## config.mk

```make
export PLATFORM = sky130hd
export DESIGN_NAME = keyword_identifier_lexer
export DESIGN_NICKNAME = d
export VERILOG_FILES = /design/src/sv/kil_pkg.sv /design/src/sv/keyword_identifier_lexer.sv /design/src/sv/kil_core.sv /design/src/sv/kil_token_fifo.sv
export SDC_FILE = /design/constraint.sdc
export NUM_CORES = 1
export LEC_CHECK = 0
export BUFFER_PORTS_ARGS = -buffer_cell sky130_fd_sc_hd__clkbuf_2
export CELL_PAD_IN_SITES_DETAIL_PLACEMENT = 2
export CELL_PAD_IN_SITES_GLOBAL_PLACEMENT = 2
export CORE_ASPECT_RATIO = 2
export CORE_MARGIN = 3
export CORE_UTILIZATION = 47
export CTS_BUF_LIST = sky130_fd_sc_hd__clkbuf_8 sky130_fd_sc_hd__clkbuf_16
export DETAILED_ROUTE_END_ITERATION = 6
export PLACE_DENSITY_LB_ADDON = 0.1
export SYNTH_ARGS = -nofsm -noshare
export SYNTH_HDL_FRONTEND = slang
export SYNTH_SLANG_ARGS = --single-unit
```

## constraint.sdc

```tcl
create_clock -name clk -period 10.7 [get_ports clk]
set_clock_uncertainty 0.2 [all_clocks]
set_input_delay 0 -clock clk [delete_from_list [all_inputs] [get_ports clk]]
set_output_delay 0 -clock clk [all_outputs]
set_load 0.01 [all_outputs]
```

## src/sv/kil_pkg.sv

```systemverilog
`default_nettype none
// ----------------------------------------------------------------------------
// kil_pkg
// Shared types, character codes and the keyword match for the lexer.
// ----------------------------------------------------------------------------
package kil_pkg;

	typedef enum logic [1:0] {
		KIND_KEYWORD = 2'd0,
		KIND_IDENT   = 2'd1,
		KIND_SYMBOL  = 2'd2,
		KIND_END     = 2'd3
	} token_kind_t;

	localparam logic [7:0] CH_NEWLINE = 8'h0A;
	localparam logic [7:0] CH_COMMA   = 8'h2C;
	localparam logic [7:0] CH_SEMI    = 8'h3B;
	localparam logic [7:0] CH_LBRACE  = 8'h7B;
	localparam logic [7:0] CH_RBRACE  = 8'h7D;
	localparam logic [7:0] CH_LPAREN  = 8'h28;
	localparam logic [7:0] CH_RPAREN  = 8'h29;

	localparam logic [15:0] POS_MAX = 16'hFFFF;
	localparam logic [7:0]  LEN_MAX = 8'hFF;

	typedef struct packed {
		token_kind_t kind;
		logic [15:0] line;
		logic [15:0] column;
		logic [7:0]  length;
		logic [7:0]  symbol;
		logic        last;
	} token_t;

	// Tokens raised by one transaction: count is 0, 1 or 2, tok0 goes first
	typedef struct packed {
		logic [1:0] count;
		token_t     tok0;
		token_t     tok1;
	} push_t;

	// Prefix byte 0 is the first character; unused bytes are zero
	function automatic logic is_keyword(input logic [3:0][7:0] p, input logic [7:0] n);
		logic hit;
		hit = 1'b0;
		if (n == 8'd4 && p == {"d", "i", "o", "v"}) hit = 1'b1;
		if (n == 8'd4 && p == {"n", "i", "a", "m"}) hit = 1'b1;
		if (n == 8'd3 && p == {8'h00, "t", "n", "i"}) hit = 1'b1;
		if (n == 8'd2 && p == {8'h00, 8'h00, "f", "i"}) hit = 1'b1;
		if (n == 8'd4 && p == {"e", "s", "l", "e"}) hit = 1'b1;
		return hit;
	endfunction

	function automatic logic [15:0] sat_inc16(input logic [15:0] v);
		return (v == POS_MAX) ? v : v + 16'd1;
	endfunction

endpackage
`default_nettype wire

```

## src/sv/keyword_identifier_lexer.sv

```systemverilog
`default_nettype none
// ----------------------------------------------------------------------------
// keyword_identifier_lexer
// Character-at-a-time lexer for keywords, identifiers and special symbols.
// ----------------------------------------------------------------------------
// One character (or end marker) per transaction is registered in the input
// stage, classified and turned into zero, one or two tokens, which are written
// into a four-entry queue; tokens leave the queue from its head one per cycle
// while out_stall is low. Input is taken every cycle while the queue has room
// for the tokens of the registered character, so the sustained rate is one
// character per cycle, limited by the single-token output port when more than
// one token per character is produced on average.
module keyword_identifier_lexer import kil_pkg::*; (
	input  wire logic        clk,
	input  wire logic        arst_n,
	input  wire logic        in_valid,
	output logic             in_stall,
	input  wire logic [7:0]  ch,
	input  wire logic        end_of_input,
	output logic             out_valid,
	input  wire logic        out_stall,
	output logic [1:0]       token_kind,
	output logic [15:0]      line,
	output logic [15:0]      column,
	output logic [7:0]       length,
	output logic [7:0]       symbol,
	output logic             last_of_run
);

	logic       valid_s1;
	logic [7:0] ch_s1;
	logic       eoi_s1;
	logic       fire, pop;
	logic [2:0] free;
	push_t      core_push, push;
	token_t     head;

	kil_core u_core (
		.clk          (clk),
		.arst_n       (arst_n),
		.ch           (ch_s1),
		.end_of_input (eoi_s1),
		.fire         (fire),
		.push         (core_push)
	);

	assign fire     = valid_s1 && (free >= {1'b0, core_push.count});
	assign in_stall = valid_s1 && !fire;

	always_comb begin
		push       = core_push;
		push.count = fire ? core_push.count : 2'd0;
	end

	always_ff @(posedge clk or negedge arst_n) begin
		if (!arst_n)
			valid_s1 <= 1'b0;
		else if (!in_stall)
			valid_s1 <= in_valid;
	end

	always_ff @(posedge clk) begin
		if (!in_stall && in_valid) begin
			ch_s1  <= ch;
			eoi_s1 <= end_of_input;
		end
	end

	kil_token_fifo u_fifo (
		.clk       (clk),
		.arst_n    (arst_n),
		.push      (push),
		.pop       (pop),
		.head      (head),
		.not_empty (out_valid),
		.free      (free)
	);

	assign pop         = out_valid && !out_stall;
	assign token_kind  = head.kind;
	assign line        = head.line;
	assign column      = head.column;
	assign length      = head.length;
	assign symbol      = head.symbol;
	assign last_of_run = head.last;

`ifndef SYNTHESIS
	a_end_is_last: assert property (@(posedge clk) disable iff (!arst_n)
		out_valid && token_kind == KIND_END |-> last_of_run && length == 8'd0)
		else $error("end token not last of run or has non-zero length");
	a_symbol_len: assert property (@(posedge clk) disable iff (!arst_n)
		out_valid && token_kind == KIND_SYMBOL |-> length == 8'd1 && symbol != 8'h00)
		else $error("symbol token malformed");
	a_pos_nonzero: assert property (@(posedge clk) disable iff (!arst_n)
		out_valid |-> line != 16'd0 && column != 16'd0)
		else $error("token position is zero");
	a_keyword_len: assert property (@(posedge clk) disable iff (!arst_n)
		out_valid && token_kind == KIND_KEYWORD |-> length >= 8'd2 && length <= 8'd4)
		else $error("keyword length out of range");
`endif

endmodule
`default_nettype wire

```

## src/sv/kil_core.sv

```systemverilog
`default_nettype none
// ----------------------------------------------------------------------------
// kil_core
// Character classification, position and word state, token generation.
// ----------------------------------------------------------------------------
module kil_core import kil_pkg::*; (
	input  wire logic        clk,
	input  wire logic        arst_n,
	input  wire logic [7:0]  ch,
	input  wire logic        end_of_input,
	input  wire logic        fire,
	output push_t            push
);

	logic             in_word_q;
	logic [15:0]      line_q;
	logic [15:0]      col_q;
	logic [15:0]      start_col_q;
	logic [7:0]       len_q;
	logic [3:0][7:0]  prefix_q;

	logic   letter, digit, sym, flush, second_en;
	token_t word_tok, sec_tok;

	always_comb begin
		letter = (ch >= "A" && ch <= "Z") || (ch >= "a" && ch <= "z");
		digit  = (ch >= "0" && ch <= "9");
		sym    = (ch == CH_COMMA) || (ch == CH_SEMI) || (ch == CH_LBRACE) ||
		         (ch == CH_RBRACE) || (ch == CH_LPAREN) || (ch == CH_RPAREN);
		flush     = in_word_q && (end_of_input || !(letter || digit));
		second_en = end_of_input || sym;

		word_tok.kind   = is_keyword(prefix_q, len_q) ? KIND_KEYWORD : KIND_IDENT;
		word_tok.line   = line_q;
		word_tok.column = start_col_q;
		word_tok.length = len_q;
		word_tok.symbol = 8'h00;
		word_tok.last   = !second_en;

		sec_tok.kind   = end_of_input ? KIND_END : KIND_SYMBOL;
		sec_tok.line   = line_q;
		sec_tok.column = col_q;
		sec_tok.length = end_of_input ? 8'd0 : 8'd1;
		sec_tok.symbol = end_of_input ? 8'h00 : ch;
		sec_tok.last   = 1'b1;

		push.count = {flush & second_en, flush ^ second_en};
		push.tok0  = flush ? word_tok : sec_tok;
		push.tok1  = sec_tok;
	end

	always_ff @(posedge clk or negedge arst_n) begin
		if (!arst_n) begin
			in_word_q   <= 1'b0;
			line_q      <= 16'd1;
			col_q       <= 16'd1;
			start_col_q <= 16'd1;
			len_q       <= 8'd0;
			prefix_q    <= '0;
		end else if (fire) begin
			if (end_of_input) begin
				in_word_q   <= 1'b0;
				line_q      <= 16'd1;
				col_q       <= 16'd1;
				start_col_q <= 16'd1;
				len_q       <= 8'd0;
				prefix_q    <= '0;
			end else if (in_word_q && (letter || digit)) begin
				if (len_q < 8'd4)
					prefix_q[len_q[1:0]] <= ch;
				if (len_q != LEN_MAX)
					len_q <= len_q + 8'd1;
				col_q <= sat_inc16(col_q);
			end else begin
				in_word_q <= 1'b0;
				if (letter) begin
					in_word_q   <= 1'b1;
					start_col_q <= col_q;
					len_q       <= 8'd1;
					prefix_q    <= {8'h00, 8'h00, 8'h00, ch};
					col_q       <= sat_inc16(col_q);
				end else if (ch == CH_NEWLINE) begin
					line_q <= sat_inc16(line_q);
					col_q  <= 16'd1;
				end else begin
					col_q <= sat_inc16(col_q);
				end
			end
		end
	end

endmodule
`default_nettype wire

```

## src/sv/kil_token_fifo.sv

```systemverilog
`default_nettype none
// ----------------------------------------------------------------------------
// kil_token_fifo
// Four-entry token queue: takes up to two tokens a cycle, gives one.
// ----------------------------------------------------------------------------
module kil_token_fifo import kil_pkg::*; (
	input  wire logic       clk,
	input  wire logic       arst_n,
	input  wire push_t      push,
	input  wire logic       pop,
	output token_t          head,
	output logic            not_empty,
	output logic [2:0]      free
);

	localparam int DEPTH = 4;

	token_t     mem_q [DEPTH];
	logic [1:0] wr_ptr_q, rd_ptr_q;
	logic [2:0] count_q;
	logic [1:0] wr_next;

	assign wr_next   = wr_ptr_q + 2'd1;
	assign head      = mem_q[rd_ptr_q];
	assign not_empty = (count_q != 3'd0);
	assign free      = 3'(DEPTH) - count_q;

	always_ff @(posedge clk) begin
		if (push.count != 2'd0)
			mem_q[wr_ptr_q] <= push.tok0;
		if (push.count == 2'd2)
			mem_q[wr_next] <= push.tok1;
	end

	always_ff @(posedge clk or negedge arst_n) begin
		if (!arst_n) begin
			wr_ptr_q <= 2'd0;
			rd_ptr_q <= 2'd0;
			count_q  <= 3'd0;
		end else begin
			wr_ptr_q <= wr_ptr_q + push.count;
			if (pop)
				rd_ptr_q <= rd_ptr_q + 2'd1;
			count_q <= count_q + {1'b0, push.count} - {2'b00, pop};
		end
	end

endmodule
`default_nettype wire
```

==> results.json <==
{
  "status": "complete, no violations",
  "yosysSeqAreaShare": 0.585,
  "min_period_over_period": 0.572,
  "ys_types": 83,
  "die_area_mm2": 0.0331,
  "ctsHoldBuffers": 24,
  "drv_cap": 0,
  "maxSlewHeadroom": 0.154,
  "fin_setup_tns_ps": 0,
  "max_freq_mhz": 163,
  "slowest_delay_ps": 810,
  "htreeDepth": 1,
  "yosys_warnings": 0,
  "crit_family": "compound AO/OA/AOI/OAI gates",
  "ant_nets": 0,
  "final_cells": 1560,
  "drv_slew": 0,
  "cts_buffer_depth": 3,
  "dr_total_vias": 10100,
  "drt_iter0_markers": 634,
  "p_per_area_mw_per_mm2": 262,
  "period_needed_ps": 6120,
  "crit_path_end_kind": "register",
  "clk_pin_slew_ps": 60,
  "gp_congestion": 0.816,
  "grt_max_degree": 64,
  "syn-num-nets": 1159,
  "arrival_ps": 6340,
  "die_h_um": 254,
  "syn_to_final_growth_pct": 11.7,
  "port_buffers": 65,
  "vias_per_cell": 6.47,
  "fin_nets": 1199,
  "syn_inst": 1129,
  "dp_hpwl_mm": 28.0,
  "grt_pass1_vias": 11300,
  "yosysTopAreaCellShare": 0.367,
  "dp_cells": 1482,
  "crit_fanout": 46,
  "path_cells": "a21o_1, a32oi_1, a221o_2, and2_4, inv_2, ha_1, ha_1, nor2b_1, o21ai_2, and2_1, buf_4, nand2_1, inv_2, buf_4, o21a_1, a22o_1",
  "routed_wirelength_mm": 43.7,
  "cts-resized-gates": 0,
  "cts_buffers": 29,
  "grt_pass1_wl_mm": 67.9,
  "fillers": 2859,
  "avgSynthCellArea_um2": 12.8,
  "postCtsSetupBuffers": 0,
  "start_kind": "register",
  "ys_ff_latch": 310,
  "synth_area_leaders": "edfxtp_1, dfrtp_1, mux4_2, a22o_1, dfxtp_1",
  "syn-cell-area_mm2": 0.0145,
  "antenna_cells": 0,
  "antenna_found_initial": 0,
  "start_util": 0.478,
  "rsz0062_at_grt": "no",
  "cts_root_buf": "clkbuf_16",
  "crit_required_ps": 10920,
  "post-place-ws_ps": 4640,
  "die_x_um": 130,
  "p_leak_nw": 5.99,
  "yosysTopAreaCell": "edfxtp_1",
  "tightest_slew_ps": 1270,
  "fp-row-count": 90,
  "route.detailed.drc": 0,
  "core_mm2": 0.0303,
  "synth_ff_type": "edfxtp_1",
  "ir_worst_vdd_mv": 0.169,
  "grt_usage": 0.270,
  "hold_path_class": "input pin to register",
  "yosysMostFrequentCell": "edfxtp_1",
  "clk_latency_ps": 570,
  "cts_tree": "done",
  "grt-ovfl-total": 0,
  "final-hold-violation-count": 0,
  "synthArstFlopShare": 0.313,
  "synth_edf_count": 177,
  "drive_gt1_frac": 0.185,
  "post_drt_wl_per_cell_um": 28.0,
  "setup_violations": 0,
  "path_class": "register to register",
  "ys_top_cells_by_count": "edfxtp_1, a22o_1, dfrtp_1",
  "critPathBufInv": 4,
  "cp_slowest_cell": "o21a_1",
  "dr.pass1.iters": 5,
  "timing.final.ws_setup_ps": 4580,
  "clock_sinks": 310,
  "ios": 66
}
-- registers in the layout, indices dropped and copies added, names as in the netlist --
register and cells:
u_fifo.count_q 3, u_core.col_q 16, ch_s1 8, u_core.prefix_q 32, eoi_s1 1, valid_s1 1
u_core.start_col_q 16, u_fifo.rd_ptr_q 2, u_core.len_q 8, u_core.line_q 16, u_core.in_word_q 1, u_fifo.mem_q 204
u_fifo.wr_ptr_q 2
-- worst min-delay path: stages --
cell and delay, ps:
dlygate4sd3_1 550, clkbuf_2 110, nor2_1 80, xor2_1 140
-- layout make-up --
type | instances | area, um^2 | area share
Multi-Input combinational cell | 697 | 5490 | 0.340
Inverter | 23 | 86.3 | 0.00534
Clock buffer | 34 | 806 | 0.0499
Timing Repair Buffer | 108 | 728 | 0.0451
Clock inverter | 20 | 120 | 0.00743
Tap cell | 368 | 460 | 0.0285
Sequential cell | 310 | 8470 | 0.524
-- metrics by stage --
stage | util | area [um^2] | total power, W | hold WS (ps)
finish | 0.534 | 16200 | 0.00423 | 170
global route | 0.534 | 16200 | 0.00446 | 170
CTS | 0.534 | 16200 | 0.00428 | 149
detailed placement | 0.494 | 15000 | 0.00324 | -136
global placement | 0.494 | 15000 | 0.00318 | -140
floorplan | - | 14500 | 0.00265 | -496
-- layout by cell type, fill, tap and decap left out, types with 36 or more instances in the layout --
cell and count:
edfxtp_1 177, a22o_1 123, dfrtp_1 92, clkbuf_2 64
nor2_1 63, and2_1 57, nand2_1 56, mux4_2 51
o21ai_0 41, dfxtp_1 36
-- cells by family after synthesis --
| logic type | synth area share |
|---|---|
| and+or+nand+nor | 0.127 |
| DFF | 0.585 |
| AOI/OAI and AO/OA | 0.145 |
| buffers and inverters | 0.0356 |
| muxes | 0.0855 |
| adders and majority gates | 0.0152 |
| xor gates and xnor gates | 0.00605 |
-- final timing paths --
check,startpoint,to,slack [ps],cells past startpoint
worst max register to register,ch_s1[1],u_fifo.mem_q[0][32],4580,16
worst min register to register,u_fifo.mem_q[2][16],u_fifo.mem_q[2][16],270,1
worst min-delay path,out_stall,u_fifo.rd_ptr_q[0],170,4
min in group asynchronous,arst_n,u_core.line_q[0],400,3
worst max-delay path,ch_s1[1],u_fifo.mem_q[0][32],4580,16
max in group asynchronous,arst_n,u_fifo.rd_ptr_q[0],9040,4
-- routing by layer --
metal | share of wire | vias up | global-route usage
met1 | 0.36 | 5375 | 0.299
met2 | 0.57 | 209 | 0.518
met3 | 0.026 | 87 | 0.0254
li1 | - | 4421 | -
met5 | 0 | - | 0
met4 | 0.039 | 0 | 0.105
-- power breakdown --
group	switching, W	total (W)	internal, W
sequential	0.000167	0.00173	0.00156
clock	0.000459	0.00102	0.000559
combinational	0.000972	0.00148	0.000507
Power figures use the tool's default switching activity.
